$ cat config.mk
export PLATFORM = sky130hd
export DESIGN_NAME = http_chunked_decoder_top
export DESIGN_NICKNAME = d
export VERILOG_FILES = /design/src/rtl/chd_pkg.sv /design/src/rtl/chd_in_stage.sv /design/src/rtl/chd_core.sv /design/src/rtl/chd_out_stage.sv /design/src/rtl/http_chunked_decoder_top.sv
export SDC_FILE = /design/constraint.sdc
export NUM_CORES = 1
export LEC_CHECK = 0
export ABC_AREA = 1
export BUFFER_PORTS_ARGS = -buffer_cell sky130_fd_sc_hd__buf_2
export CAP_MARGIN = 25
export CORE_MARGIN = 8
export CORE_UTILIZATION = 49
export DETAILED_ROUTE_END_ITERATION = 7
export GPL_TIMING_DRIVEN = 0
export PLACE_DENSITY_LB_ADDON = 0.1
export REMOVE_ABC_BUFFERS = 1
export SKIP_LAST_GASP = 1
export SLEW_MARGIN = 20
export SYNTH_ARGS = -nofsm -noshare
export SYNTH_HDL_FRONTEND = slang
export SYNTH_SLANG_ARGS = --single-unit
export TNS_END_PERCENT = 100
$ cat constraint.sdc
create_clock -name clk_i -period 3.5 [get_ports clk_i]
set_input_delay 0.525 -clock clk_i [delete_from_list [all_inputs] [get_ports clk_i]]
set_output_delay 0.525 -clock clk_i [all_outputs]
set_load 0.005 [all_outputs]
$ cat src/rtl/chd_pkg.sv
// shared types, codes and constants for the chunked transfer decoder
package chd_pkg;

  // widths
  localparam int unsigned ByteBits   = 8;
  localparam int unsigned CountBits  = 16;
  localparam int unsigned ValueBits  = CountBits + 1;
  localparam int unsigned StatusBits = 2;
  localparam int unsigned PhaseBits  = 3;

  // saturation value of the hex size
  localparam logic [ValueBits-1:0] ValueMax = {ValueBits{1'b1}};

  // characters seen on a size line
  localparam logic [ByteBits-1:0] ChSpace = 8'h20;
  localparam logic [ByteBits-1:0] ChTab   = 8'h09;
  localparam logic [ByteBits-1:0] ChCr    = 8'h0D;
  localparam logic [ByteBits-1:0] ChLf    = 8'h0A;

  // parser phases
  localparam logic [PhaseBits-1:0] PhLead      = 3'd0;
  localparam logic [PhaseBits-1:0] PhDigits    = 3'd1;
  localparam logic [PhaseBits-1:0] PhTrail     = 3'd2;
  localparam logic [PhaseBits-1:0] PhLineCr    = 3'd3;
  localparam logic [PhaseBits-1:0] PhData      = 3'd4;
  localparam logic [PhaseBits-1:0] PhAfterData = 3'd5;
  localparam logic [PhaseBits-1:0] PhPostCr    = 3'd6;
  localparam logic [PhaseBits-1:0] PhDone      = 3'd7;

  // parse status codes
  localparam logic [StatusBits-1:0] StRun   = 2'd0;
  localparam logic [StatusBits-1:0] StEnd   = 2'd1;
  localparam logic [StatusBits-1:0] StError = 2'd2;

  // one input byte with its buffer context
  typedef struct packed {
    logic [ByteBits-1:0]  in_byte;
    logic [CountBits-1:0] bytes_after;
    logic                 first_byte;
  } chd_item_t;

  // one result item
  typedef struct packed {
    logic                  payload_valid;
    logic [ByteBits-1:0]   out_byte;
    logic [StatusBits-1:0] parse_status;
    logic [CountBits-1:0]  decoded_length;
  } chd_result_t;

endpackage

$ cat src/rtl/chd_in_stage.sv
// input register that holds one accepted byte until the parser takes it
module chd_in_stage (
  input  logic              clk_i,
  input  logic              rst_ni,
  input  logic              in_valid_i,
  output logic              in_stall_o,
  input  chd_pkg::chd_item_t item_i,
  input  logic              advance_i,
  output logic              item_valid_o,
  output chd_pkg::chd_item_t item_o
);
  import chd_pkg::*;

  logic      valid_q, valid_d;
  chd_item_t item_q;
  logic      accept;

  // hold while the parser cannot take the stored byte
  assign in_stall_o = valid_q & ~advance_i;
  assign accept     = in_valid_i & ~in_stall_o;

  always_comb begin
    valid_d = valid_q;
    if (advance_i || !valid_q) begin
      valid_d = in_valid_i;
    end
  end

  always_ff @(posedge clk_i or negedge rst_ni) begin
    if (!rst_ni) begin
      valid_q <= 1'b0;
    end else begin
      valid_q <= valid_d;
    end
  end

  // payload capture on each transfer
  always_ff @(posedge clk_i) begin
    if (accept) begin
      item_q <= item_i;
    end
  end

  assign item_valid_o = valid_q;
  assign item_o       = item_q;

endmodule

$ cat src/rtl/chd_core.sv
// parse state and the one-byte step of the chunked decoder
module chd_core (
  input  logic                 clk_i,
  input  logic                 rst_ni,
  input  logic                 fire_i,
  input  chd_pkg::chd_item_t   item_i,
  output chd_pkg::chd_result_t result_o
);
  import chd_pkg::*;

  typedef struct packed {
    logic [PhaseBits-1:0]  phase;
    logic [ValueBits-1:0]  value;
    logic                  tab;
    logic [StatusBits-1:0] end_code;
  } line_t;

  logic [PhaseBits-1:0]  phase_q, phase_d, phase_s;
  logic [ValueBits-1:0]  value_q, value_d, value_s;
  logic                  tab_q, tab_d, tab_s;
  logic [CountBits-1:0]  count_q, count_d, count_s;
  logic [StatusBits-1:0] end_q, end_d, end_s;
  logic [ByteBits-1:0]   b;
  logic                  pv;
  line_t                 ln;

  // hex digit decode, bit 4 flags a digit
  function automatic logic [4:0] hex_decode(input logic [ByteBits-1:0] c);
    logic [4:0] r;
    r = 5'd0;
    if (c >= 8'h30 && c <= 8'h39) begin
      r = {1'b1, 4'(c - 8'h30)};
    end else if (c >= 8'h61 && c <= 8'h66) begin
      r = {1'b1, 4'(c - 8'h57)};
    end else if (c >= 8'h41 && c <= 8'h46) begin
      r = {1'b1, 4'(c - 8'h37)};
    end
    return r;
  endfunction

  // saturating shift-in of one hex digit
  function automatic logic [ValueBits-1:0] add_digit(input logic [ValueBits-1:0] v,
                                                     input logic [3:0] d);
    logic [ValueBits-1:0] r;
    if (|v[ValueBits-1:ValueBits-4]) begin
      r = ValueMax;
    end else begin
      r = {v[ValueBits-5:0], d};
    end
    return r;
  endfunction

  // one byte of a size line
  function automatic line_t line_step(input line_t s, input logic [ByteBits-1:0] c);
    line_t      r;
    logic [4:0] h;
    r = s;
    h = hex_decode(c);
    unique case (s.phase)
      PhLead: begin
        priority if (c == ChSpace) begin
        end else if (c == ChTab) begin
          r.tab = 1'b1;
        end else if (h[4]) begin
          r.value = add_digit('0, h[3:0]);
          r.phase = PhDigits;
        end else if (c == ChCr) begin
          if (s.tab) begin
            r.phase    = PhDone;
            r.end_code = StError;
          end else begin
            r.phase = PhLineCr;
          end
        end else begin
          r.phase    = PhDone;
          r.end_code = StError;
        end
      end
      PhDigits: begin
        priority if (h[4]) begin
          r.value = add_digit(s.value, h[3:0]);
        end else if (c == ChSpace) begin
          r.phase = PhTrail;
        end else if (c == ChCr) begin
          r.phase = PhLineCr;
        end else begin
          r.phase    = PhDone;
          r.end_code = StError;
        end
      end
      default: begin
        priority if (c == ChSpace) begin
        end else if (c == ChCr) begin
          r.phase = PhLineCr;
        end else begin
          r.phase    = PhDone;
          r.end_code = StError;
        end
      end
    endcase
    return r;
  endfunction

  assign b = item_i.in_byte;

  // next state for the byte in the input register
  always_comb begin
    if (item_i.first_byte) begin
      phase_s = PhLead;
      value_s = '0;
      tab_s   = 1'b0;
      count_s = '0;
      end_s   = StRun;
    end else begin
      phase_s = phase_q;
      value_s = value_q;
      tab_s   = tab_q;
      count_s = count_q;
      end_s   = end_q;
    end
    phase_d = phase_s;
    value_d = value_s;
    tab_d   = tab_s;
    count_d = count_s;
    end_d   = end_s;
    pv      = 1'b0;
    ln      = '0;
    unique case (phase_s)
      PhLead, PhDigits, PhTrail: begin
        ln      = line_step('{phase: phase_s, value: value_s, tab: tab_s, end_code: end_s}, b);
        phase_d = ln.phase;
        value_d = ln.value;
        tab_d   = ln.tab;
        end_d   = ln.end_code;
      end
      PhLineCr: begin
        priority if (b != ChLf) begin
          phase_d = PhDone;
          end_d   = StError;
        end else if (value_s == '0) begin
          phase_d = PhDone;
          end_d   = StEnd;
        end else if (value_s > {1'b0, item_i.bytes_after}) begin
          phase_d = PhDone;
          end_d   = StError;
        end else begin
          phase_d = PhData;
        end
      end
      PhData: begin
        pv = 1'b1;
        if (count_s != {CountBits{1'b1}}) begin
          count_d = count_s + 1'b1;
        end
        if (value_s != '0) begin
          value_d = value_s - 1'b1;
        end
        if (value_d == '0) begin
          phase_d = PhAfterData;
        end
      end
      PhAfterData: begin
        if (b == ChCr) begin
          phase_d = PhPostCr;
        end else begin
          ln      = line_step('{phase: PhLead, value: '0, tab: 1'b0, end_code: end_s}, b);
          phase_d = ln.phase;
          value_d = ln.value;
          tab_d   = ln.tab;
          end_d   = ln.end_code;
        end
      end
      PhPostCr: begin
        if (b == ChLf) begin
          phase_d = PhLead;
          value_d = '0;
          tab_d   = 1'b0;
        end else begin
          phase_d = PhDone;
          end_d   = StError;
        end
      end
      default: begin
      end
    endcase
  end

  // result for this byte
  always_comb begin
    result_o.payload_valid  = pv;
    result_o.out_byte       = pv ? b : '0;
    result_o.parse_status   = (phase_d == PhDone) ? end_d : StRun;
    result_o.decoded_length = count_d;
  end

  // state registers
  always_ff @(posedge clk_i or negedge rst_ni) begin
    if (!rst_ni) begin
      phase_q <= PhLead;
      value_q <= '0;
      tab_q   <= 1'b0;
      count_q <= '0;
      end_q   <= StRun;
    end else if (fire_i) begin
      phase_q <= phase_d;
      value_q <= value_d;
      tab_q   <= tab_d;
      count_q <= count_d;
      end_q   <= end_d;
    end
  end

endmodule

$ cat src/rtl/chd_out_stage.sv
// result register toward the receiver
module chd_out_stage (
  input  logic                 clk_i,
  input  logic                 rst_ni,
  input  logic                 item_valid_i,
  input  chd_pkg::chd_result_t result_i,
  output logic                 advance_o,
  output logic                 out_valid_o,
  input  logic                 out_stall_i,
  output chd_pkg::chd_result_t result_o
);
  import chd_pkg::*;

  logic        valid_q, valid_d;
  chd_result_t result_q;
  logic        room;

  // room when empty or the held result leaves in this cycle
  assign room      = ~valid_q | ~out_stall_i;
  assign advance_o = item_valid_i & room;

  always_comb begin
    valid_d = valid_q;
    if (room) begin
      valid_d = item_valid_i;
    end
  end

  always_ff @(posedge clk_i or negedge rst_ni) begin
    if (!rst_ni) begin
      valid_q <= 1'b0;
    end else begin
      valid_q <= valid_d;
    end
  end

  always_ff @(posedge clk_i) begin
    if (advance_o) begin
      result_q <= result_i;
    end
  end

  assign out_valid_o = valid_q;
  assign result_o    = result_q;

endmodule

$ cat src/rtl/http_chunked_decoder_top.sv
// top level of the streaming chunked transfer decoder
//
// Input channel: in_valid_i / in_stall_o carry one body byte per transfer with
// bytes_after_i (buffer bytes that follow it) and first_byte_i (starts a new
// buffer and clears the parse state). Output channel: out_valid_o / out_stall_i
// carry one result per input byte: payload_valid_o with out_byte_o when the byte
// is chunk data, parse_status_o (running, normal end, error end) and
// decoded_length_o, the payload bytes passed so far in this buffer.
// Pipeline: a transferred byte is held in the input register, and its result is
// then loaded into the result register and offered from there.
// Throughput: one byte per cycle unless out_stall_i holds the result; the
// one-byte parser step is combinational between the input and result registers,
// and the parser state is updated in the same cycle as the result is loaded.
// Reset: clears the valid flags of both registers and returns the parser to
// the start of a size line with no bytes counted.
// Receiver stall: the held result stays; one more byte is taken if the input
// register is empty, after which in_stall_o rises until the result leaves.
module http_chunked_decoder_top (
  input  logic                           clk_i,
  input  logic                           rst_ni,
  input  logic                           in_valid_i,
  output logic                           in_stall_o,
  input  logic [chd_pkg::ByteBits-1:0]   in_byte_i,
  input  logic [chd_pkg::CountBits-1:0]  bytes_after_i,
  input  logic                           first_byte_i,
  output logic                           out_valid_o,
  input  logic                           out_stall_i,
  output logic                           payload_valid_o,
  output logic [chd_pkg::ByteBits-1:0]   out_byte_o,
  output logic [chd_pkg::StatusBits-1:0] parse_status_o,
  output logic [chd_pkg::CountBits-1:0]  decoded_length_o
);
  import chd_pkg::*;

  chd_item_t   in_item, held_item;
  chd_result_t step_res, out_res;
  logic        item_valid, advance;

  assign in_item.in_byte     = in_byte_i;
  assign in_item.bytes_after = bytes_after_i;
  assign in_item.first_byte  = first_byte_i;

  // input register
  chd_in_stage u_in (
    .clk_i       (clk_i),
    .rst_ni      (rst_ni),
    .in_valid_i  (in_valid_i),
    .in_stall_o  (in_stall_o),
    .item_i      (in_item),
    .advance_i   (advance),
    .item_valid_o(item_valid),
    .item_o      (held_item)
  );

  // parser step
  chd_core u_core (
    .clk_i   (clk_i),
    .rst_ni  (rst_ni),
    .fire_i  (advance),
    .item_i  (held_item),
    .result_o(step_res)
  );

  // result register
  chd_out_stage u_out (
    .clk_i       (clk_i),
    .rst_ni      (rst_ni),
    .item_valid_i(item_valid),
    .result_i    (step_res),
    .advance_o   (advance),
    .out_valid_o (out_valid_o),
    .out_stall_i (out_stall_i),
    .result_o    (out_res)
  );

  assign payload_valid_o  = out_res.payload_valid;
  assign out_byte_o       = out_res.out_byte;
  assign parse_status_o   = out_res.parse_status;
  assign decoded_length_o = out_res.decoded_length;

endmodule

==> results_dict.tcl, run 1 <==
set metrics [dict create \
    r2r_slack_ns 0.18 \
    cts_tree "done" \
    required_ns 3.62 \
    peakVddDrop_v 0.000279 \
    critPathCaptureType "flip-flop" \
    synth_top_family_by_area "simple AND/OR/NAND/NOR gates" \
    final_util_pct 56.1 \
    max_freq_mhz 302 \
    die_w_um 128 \
    avgSynthCellArea_sq_um 7.47 \
    pin_count 58 \
    core_sq_um 12400 \
    fin_cells 1054 \
    period_minus_slack_ns 3.32 \
    hold_path_class "in -> async" \
    synthTopCellsByCount "187 x nand2_1, 122 x inv_1, 106 x nor2_1" \
    drive_gt1_share_pct 13.2 \
    synth_top_area_share_pct 25.4 \
    synthMuxAreaShare_pct 0 \
    async_reset_ff_share_pct 44.1 \
    power_uw 3940 \
    grt_pass1_vias 5388 \
    synth_area_leaders "edfxtp_1 25%, dfrtp_1 17%, nand2_1 11%, inv_1 7.5%, nor2_1 6.5%" \
    grt_max_degree 34 \
    min_period_over_period_pct 94.7 \
    arrival_ns 3.43 \
    drtIter0Drc 520 \
    post-synth-top-area-cell "edfxtp_1" \
    via_per_inst 5.37 \
    critPathMaxFanout 28 \
    wirelength_met1_um 7600 \
    dr_total_vias 5665 \
    grt_pass1_wl_um 27400 \
    r2r-end "u_out.result_o[17]" \
    die_area_sq_um 16400 \
    yosysSeqAreaShare_pct 42.1 \
    setup_viol 0 \
    yosysMostFrequentCell "nand2_1" \
    crit_path_start_kind "flip-flop" \
    cts_htree_levels 3 \
    yosysWarnings 0 \
    leakagePower_uw 0.00323 \
    rsz0062_at_grt "no" \
    clockRootBuffer "clkbuf_16" \
    cts_buffer_depth 2 \
    initial_core_util_pct 49.5 \
    dr_wl_met2_um 8070 \
    met3_wirelength_um 1010 \
    fin_nets 926 \
    portBuffers 57 \
    drv_cap 0 \
    tightest_slew_ns 0.968 \
    status "finished, final reports clean" \
    place_congestion 0.919 \
    wl_per_cell_um 16.1 \
    cts_buffers 9 \
    powerDensity_nw_per_um2 566 \
    track_usage_pct 21.2 \
    clock_sinks 93 \
    antenna_found_initial 0 \
    drt-pass1-iter-count 5 \
    synth-xor-area-share_pct 2.42 \
    crit_type "reg -> reg" \
    synth_fa_ha_area_share_pct 4.07 \
    clk_latency_ns 0.35 \
    dp_cells 1036 \
    antenna_left 0 \
    syn_to_final_growth_pct 13.3 \
    hpwl_um 12500 \
    ctsHoldBuffers 0 \
    syn_area_sq_um 6150 \
    ys.flop_type "edfxtp_1" \
    worstRegToRegCells 18 \
    maxSlewHeadroom_pct 35.4 \
    routed_wl_um 16900 \
    synthesis.instances 823 \
    synth-edff-count 52 \
    cts.reportedPaths.clkPinSlew_ns 0.07 \
    synth_compound_area_share_pct 13.8 \
    yosysUniqueCellTypes 43 \
    hold_viol 0 \
    top_layer "met4" \
    rows 41 \
    drv_slew 0 \
    fin_worst_skew_ns 0.0104 \
    synth_simple_gate_area_share_pct 27.5 \
    gr-total-overflow 0 \
    die-height_um 128 \
    antenna_cells 0 \
    drc 0 \
    worstReg2RegStart "u_in.item_o[0]" \
    ys_ff_latch 93 \
]
[per-stage QoR]
step	hold slack [ns]	setup WS [ns]	cell area [sq um]	setup TNS [ns]
after floorplan	0.229	-2.17	6020	-36.18
final	0.0860	0.184	6960	0
after global placement	0.438	-5.31	6520	-161.68
after CTS	0.0814	0.0534	6940	0
after detailed placement	0.463	-0.252	6650	-0.781
after global routing	0.0973	0.0194	6960	0
[critical path, stage by stage (launching register included)]
cell and delay (ns):
edfxtp_1 0.46, buf_16 0.20, buf_8 0.15, inv_4 0.25, nand2_1 0.16, inv_1 0.16
ha_1 0.25, nand2_1 0.06, inv_1 0.05, nand3_1 0.18, inv_1 0.07, a21oi_1 0.26
nand3_1 0.11, nand2_1 0.22, nand2_1 0.08, nand2_1 0.11, nand3_1 0.11, nand2_1 0.12
nor2_1 0.05
[layout by cell type, fill, tap and decap left out, types with 3 or more instances in the layout]
cell / Yosys / final
a21oi_1: 25 / 25
a31oi_1: 7 / 7
buf_16: 0 / 3
buf_2: 3 / 57
clkbuf_16: 0 / 9
clkinv_4: 0 / 4
dfrtp_1: 41 / 41
edfxtp_1: 52 / 52
ha_1: 20 / 20
inv_1: 122 / 122
inv_2: 6 / 6
nand2_1: 187 / 187
nand2_2: 6 / 6
nand3_1: 50 / 50
nand4_1: 11 / 11
nor2_1: 106 / 104
nor2_2: 8 / 8
nor2_4: 3 / 5
nor3_1: 9 / 9
nor4_1: 3 / 3
o211ai_1: 8 / 8
o21ai_0: 79 / 79
o21ai_1: 6 / 6
o21ai_2: 3 / 3
o22ai_1: 11 / 11
xor2_1: 16 / 16
[worst max-delay path by stage]
stage                                    end            from  depth (start not counted)
final                     u_out.result_o[17]  u_in.item_o[0]                         18
after global routing      u_out.result_o[16]  u_in.item_o[0]                         18
after CTS                 u_out.result_o[17]  u_in.item_o[0]                         18
after detailed placement   u_core.value_q[2]     out_stall_i                         12
after global placement     u_core.value_q[3]     out_stall_i                         11
after floorplan            u_core.value_q[2]     out_stall_i                         10
[flip-flops by register name, summed over array words and instances, names as in the netlist]
register	flops
u_out.result_o	27
u_in.item_o	25
u_core.value_q	17
u_core.count_q	16
u_core.phase_q	3
u_core.end_q	2
u_core.tab_q	1
u_in.item_valid_o	1
u_out.out_valid_o	1
[power breakdown]
group,leakage [uW],switching (uW),internal [uW]
Combinational,0.00206,1050,456
Clock,0.000140,450,509
Sequential,0.00103,126,1350
[layer usage]
| metal | up-vias | global-route usage, % |
|---|---|---|
| li1 | 2819 | - |
| met1 | 2639 | 27.4 |
| met2 | 187 | 35.3 |
| met3 | 20 | 3.54 |
| met4 | 0 | 7.27 |
| met5 | - | 0 |
[kinds of logic (layout without fill, tap and decap cells)]
group	count (synthesis)	after routing
flops	93	93
simple gates	391	391
xor+xnor	17	17
buf+inv	152	211
fa+ha+maj	20	20
compound gates	150	150
[cell type report]
cell class,instances,area [sq um]
Clock buffer,11,243
Clock inverter,5,43.8
Fill cell,1198,5450
Inverter,131,494
Multi-Input combinational cell,578,2960
Sequential cell,93,2590
Tap cell,172,215
Timing Repair Buffer,64,425
[timing repair]
action / in CTS / in global routing
buffers inserted: 0 / 1
resized for setup: 1 / 1
setup endpoints to repair: 2 / 5
Power figures use the tool's default switching activity.
==> run 2: changes to the inputs <==
Settings changed: CTS_BUF_LIST from default to sky130_fd_sc_hd__clkbuf_8, SLEW_MARGIN 20 to default.
==> run 2 against run 1 <==
Net effect:
- clock skew increased by 0.0022 ns
- non-clock buffer count decreased by 1
- hold slack got worse by 0.058 ns
- die area unchanged
- final area decreased by 2.2%
- sequential power about the same
- sequential share of layout area increased by 0.85 points
- global-route usage decreased by 0.29 points
- largest power group unchanged
- highest routed layer unchanged
==> results_dict.tcl, run 2 (synthesis gave the netlist of run 1 again) <==
set metrics [dict create \
    peakVddDrop_v 0.000270 \
    fin_nets 925 \
    antenna_found_initial 0 \
    nFillCells 1221 \
    grt_pass1_vias 5379 \
    layout_common_cells "186 x nand2_1, 123 x inv_1, 104 x nor2_1" \
    clk_latency_ns 0.39 \
    status "finished, final reports clean" \
    dr_total_vias 5675 \
    via_per_inst 5.39 \
    leakagePower_uw 0.00317 \
    drt-pass1-iter-count 5 \
    drc 0 \
    cts_buffer_depth 2 \
    drtIter0Drc 587 \
    max_freq_mhz 305 \
    initial_core_util_pct 49.5 \
    drv_cap 0 \
    required_ns 3.65 \
    rows 41 \
    crit_path_start_kind "flip-flop" \
    cts_tree "done" \
    dp_cells 1034 \
    die_area_sq_um 16400 \
    critPathCaptureType "flip-flop" \
    hpwl_um 12200 \
    grt_pass1_wl_um 27100 \
    powerDensity_nw_per_um2 537 \
    crit_type "reg -> reg" \
    arrival_ns 3.43 \
    seqCellArea_sq_um 2590 \
    core_sq_um 12400 \
    largest_register_ffs 27 \
    multiInputGateArea_sq_um 2950 \
    setup_viol 0 \
    clock_sinks 93 \
    cts_buffers 9 \
    gr-total-overflow 0 \
    clockRootBuffer "clkbuf_8" \
    die-height_um 128 \
    cts_htree_levels 3 \
    grt_max_degree 48 \
    maxSlewHeadroom_pct 34.9 \
    place_congestion 0.919 \
    routed_wl_um 16700 \
    whs_ns 0.0280 \
    wl_per_cell_um 15.9 \
    place_ws_ns -0.462 \
    hold_viol 0 \
    pin_count 58 \
    fin_cells 1053 \
    track_usage_pct 21.0 \
    antenna_left 0 \
    hold_path_class "in -> async" \
    portBuffers 57 \
    fin_worst_skew_ns 0.0126 \
    critPathMaxFanout 28 \
    drv_slew 0 \
    setup_ws_ns 0.223 \
    drive_gt1_share_pct 13.3 \
    rsz0062_at_grt "no" \
    period_minus_slack_ns 3.28 \
    cts.reportedPaths.clkPinSlew_ns 0.10 \
    min_period_over_period_pct 93.6 \
    final_common_cell "nand2_1" \
    antenna_cells 0 \
    die_w_um 128 \
    tightest_slew_ns 0.976 \
    syn_to_final_growth_pct 10.8 \
]
==> run 2: cell count changes in the layout (fill, tap and decap cells not counted), sizes merged <==
cell,delta
buf,-1
inv,+3
clkinv,-2
clkbuf,-1
==> run 2: stage by stage <==
stage | util (%) | instance area, sq um | total power [uW] | TNS [ns]
2_1_floorplan | - | 6020 | 2480 | -36.18
3_3_place_gp | 52.5 | 6520 | 2930 | -161.68
3_5_place_dp | 53.1 | 6600 | 2940 | -2.03
4_1_cts | 54.6 | 6780 | 3660 | 0
5_1_grt | 54.8 | 6810 | 3920 | 0
6_report | 54.8 | 6810 | 3650 | 0
==> run 2: timing repair <==
| item | 4_1_cts | 5_1_grt |
|---|---|---|
| endpoints found under the hold margin | 0 | 0 |
| hold buffers | 0 | 0 |
| resized for setup | 2 | 1 |
| setup endpoints to repair | 6 | 15 |
| setup buffers | 0 | 3 |
==> run 2: final cells by class <==
class	instances	area share, %
clock buffers	10	2.02
well taps	172	3.16
multi-input cells	578	43.4
repair buffers	63	5.51
clock inverters	6	0.662
inverters	131	7.28
flip-flops and latches	93	38.0
==> run 2: report_power, final <==
part / total [uW] / internal (uW) / switching (uW) / leakage [uW]
Combinational: 1480 / 442 / 1040 / 0.00204
Clock: 700 / 284 / 417 / 0.0000990
Sequential: 1470 / 1350 / 128 / 0.00103
==> run 2: routing by layer <==
| metal | track usage, % | vias up | part of all wire, % |
|---|---|---|---|
| met4 | 8.74 | 0 | 2.2 |
| met1 | 27.3 | 2641 | 46 |
| li1 | - | 2809 | - |
| met2 | 33.6 | 205 | 46 |
| met5 | 0 | - | 0 |
| met3 | 3.66 | 20 | 6.1 |
==> run 2: path summary, 6_finish.rpt <==
path / start / cells past startpoint / slack (ns) / to
max: u_in.item_o[0] / 17 / 0.22 / u_out.result_o[17]
min: rst_ni / 1 / 0.03 / u_core.value_q[5]
max reg2reg: u_in.item_o[0] / 17 / 0.22 / u_out.result_o[17]
min reg2reg: u_core.end_q[1] / 2 / 0.50 / u_core.end_q[1]
max in group asynchronous: rst_ni / 2 / 3.01 / u_in.item_valid_o
min in group clk_i: in_byte_i[6] / 1 / 0.31 / u_in.item_o[23]
==> run 2: critical path, stage by stage, from the launching register on <==
cell and delay [ns]:
edfxtp_1 0.54, buf_16 0.23, inv_4 0.26, nand2_1 0.14, inv_1 0.17, ha_1 0.25, nand2_1 0.05, inv_1 0.05
nand3_1 0.19, inv_1 0.07, a21oi_1 0.28, nand3_1 0.12, nand2_1 0.20, nand2_1 0.08, nand2_1 0.11, nand3_1 0.11
nand2_1 0.13, nor2_1 0.05
==> run 3: changes to the inputs <==
Settings changed: BUFFER_PORTS_ARGS -buffer_cell sky130_fd_sc_hd__buf_2 to default, DONT_BUFFER_PORTS from default to 1.
==> run 3 against run 2 <==
Net effect:
- hold slack improved by 0.19 ns
- worst setup slack improved by 0.031 ns
- first-iteration DRC count fell by 24%
- sequential power barely moved
- die area did not move
==> results_dict.tcl, run 3 (synthesis gave the netlist of run 1 again) <==
set metrics [dict create \
    status "finished, final reports clean" \
    nFillCells 1214 \
    final_util_pct 53.1 \
    fin_cells 997 \
    hold_path_class "in -> reg" \
    portBuffers 0 \
    hold_path_startpoint "in_byte_i[4]" \
    maxSlewHeadroom_pct 35.0 \
    routed_wl_um 16600 \
    place_congestion 0.930 \
    track_usage_pct 20.7 \
    period_minus_slack_ns 3.25 \
    grt_pass1_wl_um 26400 \
    multiInputGateArea_sq_um 2960 \
    largest_register_ffs 27 \
    critical_path.slowest_cell "edfxtp_1" \
    critPathMaxFanout 28 \
    drc 0 \
    tightest_slew_ns 0.974 \
    hold_viol 0 \
    seqCellArea_sq_um 2590 \
    antenna_found_initial 0 \
    min_period_over_period_pct 92.8 \
    rsz0062_at_grt "no" \
    setup_viol 0 \
    wl_per_cell_um 16.7 \
    clock_sinks 93 \
    powerDensity_nw_per_um2 568 \
    dp_cells 976 \
    grt_max_degree 42 \
    critPathMaxStageDelay_ns 0.52 \
    core_sq_um 12400 \
    drv_slew 0 \
    fin_worst_skew_ns 0.0131 \
    dr_total_vias 5415 \
    drt-pass1-iter-count 5 \
    fin_nets 869 \
    r2r_slack_ns 0.25 \
    drive_gt1_share_pct 7.27 \
    drv_cap 0 \
    clk_latency_ns 0.39 \
    max_freq_mhz 308 \
    crit_path_start_kind "flip-flop" \
    hpwl_um 11700 \
    final_common_cell "nand2_1" \
    die-height_um 128 \
    worstHoldPathCells 0 \
    required_ns 3.66 \
    die_w_um 128 \
    cts_tree "done" \
    antenna_cells 0 \
    worstReg2RegStart "u_in.item_o[0]" \
    syn_to_final_growth_pct 7.25 \
    critPathCaptureType "flip-flop" \
    drtIter0Drc 444 \
    crit_chain "buf_16 > inv_4 > nand2_1 > inv_1 > ha_1 > nand2_1 > inv_1 > nand3_1 > inv_1 > a21oi_1 > nand3_1 > nand2_1 > nand2_1 > nand2_1 > nand3_1 > nand2_1 > nor2_1" \
    rows 41 \
    die_area_sq_um 16400 \
    clockRootBuffer "clkbuf_8" \
    antenna_left 0 \
    peakVddDrop_v 0.000231 \
    cts_buffer_depth 2 \
    arrival_ns 3.41 \
    gr-total-overflow 0 \
    via_per_inst 5.43 \
    layout_common_cells "186 x nand2_1, 123 x inv_1, 104 x nor2_1" \
    cts_htree_levels 3 \
    initial_core_util_pct 49.5 \
    pin_count 58 \
    leakagePower_uw 0.00295 \
    crit_type "reg -> reg" \
    cts_buffers 9 \
    path_common_cell "nand2_1" \
    tns_ns 0 \
    holdPathEnd "u_in.item_o[21]" \
    r2r-end "u_out.result_o[17]" \
    grt_pass1_vias 5153 \
    cts.reportedPaths.clkPinSlew_ns 0.10 \
    worstRegToRegCells 17 \
]
run 3: cell types whose count changed in the layout (fill, tap and decap cells not counted):
cell / before / now
buf_2: 57 / 0
buf_4: 3 / 1
bufinv_16: 0 / 2
buf_16: 1 / 2
clkbuf_8: 10 / 9
clkinv_4: 2 / 1
clkinvlp_4: 0 / 1
dlygate4sd3_1: 0 / 1
inv_4: 2 / 1
nor2_2: 9 / 10
run 3: how the worst max path moves through the flow:
stage	start	end	slack [ns]	depth (start not counted)
finish	u_in.item_o[0]	u_out.result_o[17]	0.25	17
global route	u_in.item_o[0]	u_out.result_o[17]	0.11	17
CTS	u_in.item_o[0]	u_out.result_o[17]	0.09	17
detailed placement	out_stall_i	u_core.value_q[3]	-0.60	10
global placement	out_stall_i	u_core.value_q[3]	-5.13	10
floorplan	out_stall_i	u_core.value_q[2]	-2.17	10
run 3: final cells by class:
cell class / instances / share of cell area (%)
multi-input combinational: 579 / 44.9
sequential: 93 / 39.3
inverter: 131 / 7.52
tap: 172 / 3.26
clock buffer: 9 / 1.88
timing repair buffer: 6 / 1.71
clock inverter: 7 / 1.48
run 3: critical path: cells and delay by family, from the launching register on:
family                   cells  cell delay (ns)
adder cells (fa/ha/maj)      1             0.25
AND/OR/NAND/NOR             10             1.18
flip-flops                   1             0.52
buffers and inverters        5             0.77
AO/OA/AOI/OAI                1             0.26
run 3: routing by layer:
layer / up-vias / share of wire [%] / GRT usage, %
met1: 2535 / 46 / 26.9
li1: 2698 / - / -
met3: 23 / 5.8 / 3.95
met2: 159 / 47 / 33.2
met4: 0 / 1.8 / 8.18
met5: - / 0 / 0
run 3: through the flow:
| step | hold WS [ns] | cell area (sq um) | power, uW | worst slack [ns] |
|---|---|---|---|---|
| 6_report | 0.218 | 6590 | 3740 | 0.254 |
| 3_3_place_gp | 0.231 | 6240 | 2860 | -5.13 |
| 2_1_floorplan | 0.229 | 6020 | 2480 | -2.17 |
| 3_5_place_dp | 0.231 | 6290 | 2880 | -0.600 |
| 4_1_cts | 0.204 | 6560 | 3720 | 0.0941 |
| 5_1_grt | 0.204 | 6590 | 3990 | 0.107 |
run 3: power by group:
part	internal (uW)	switching, uW	leakage (uW)
logic	412	1020	0.00181
registers	1350	140	0.00103
clock network	406	417	0.000112
total	2160	1580	0.00295
run 3: what timing repair did:
action | CTS | global route
resized for setup | 2 | 1
setup endpoints to repair | 6 | 12
hold buffers | 2 | 0
hold endpoints to repair | 41 | 0
gates cloned | 0 | 1
buffers inserted | 0 | 1
pin swaps | 0 | 1
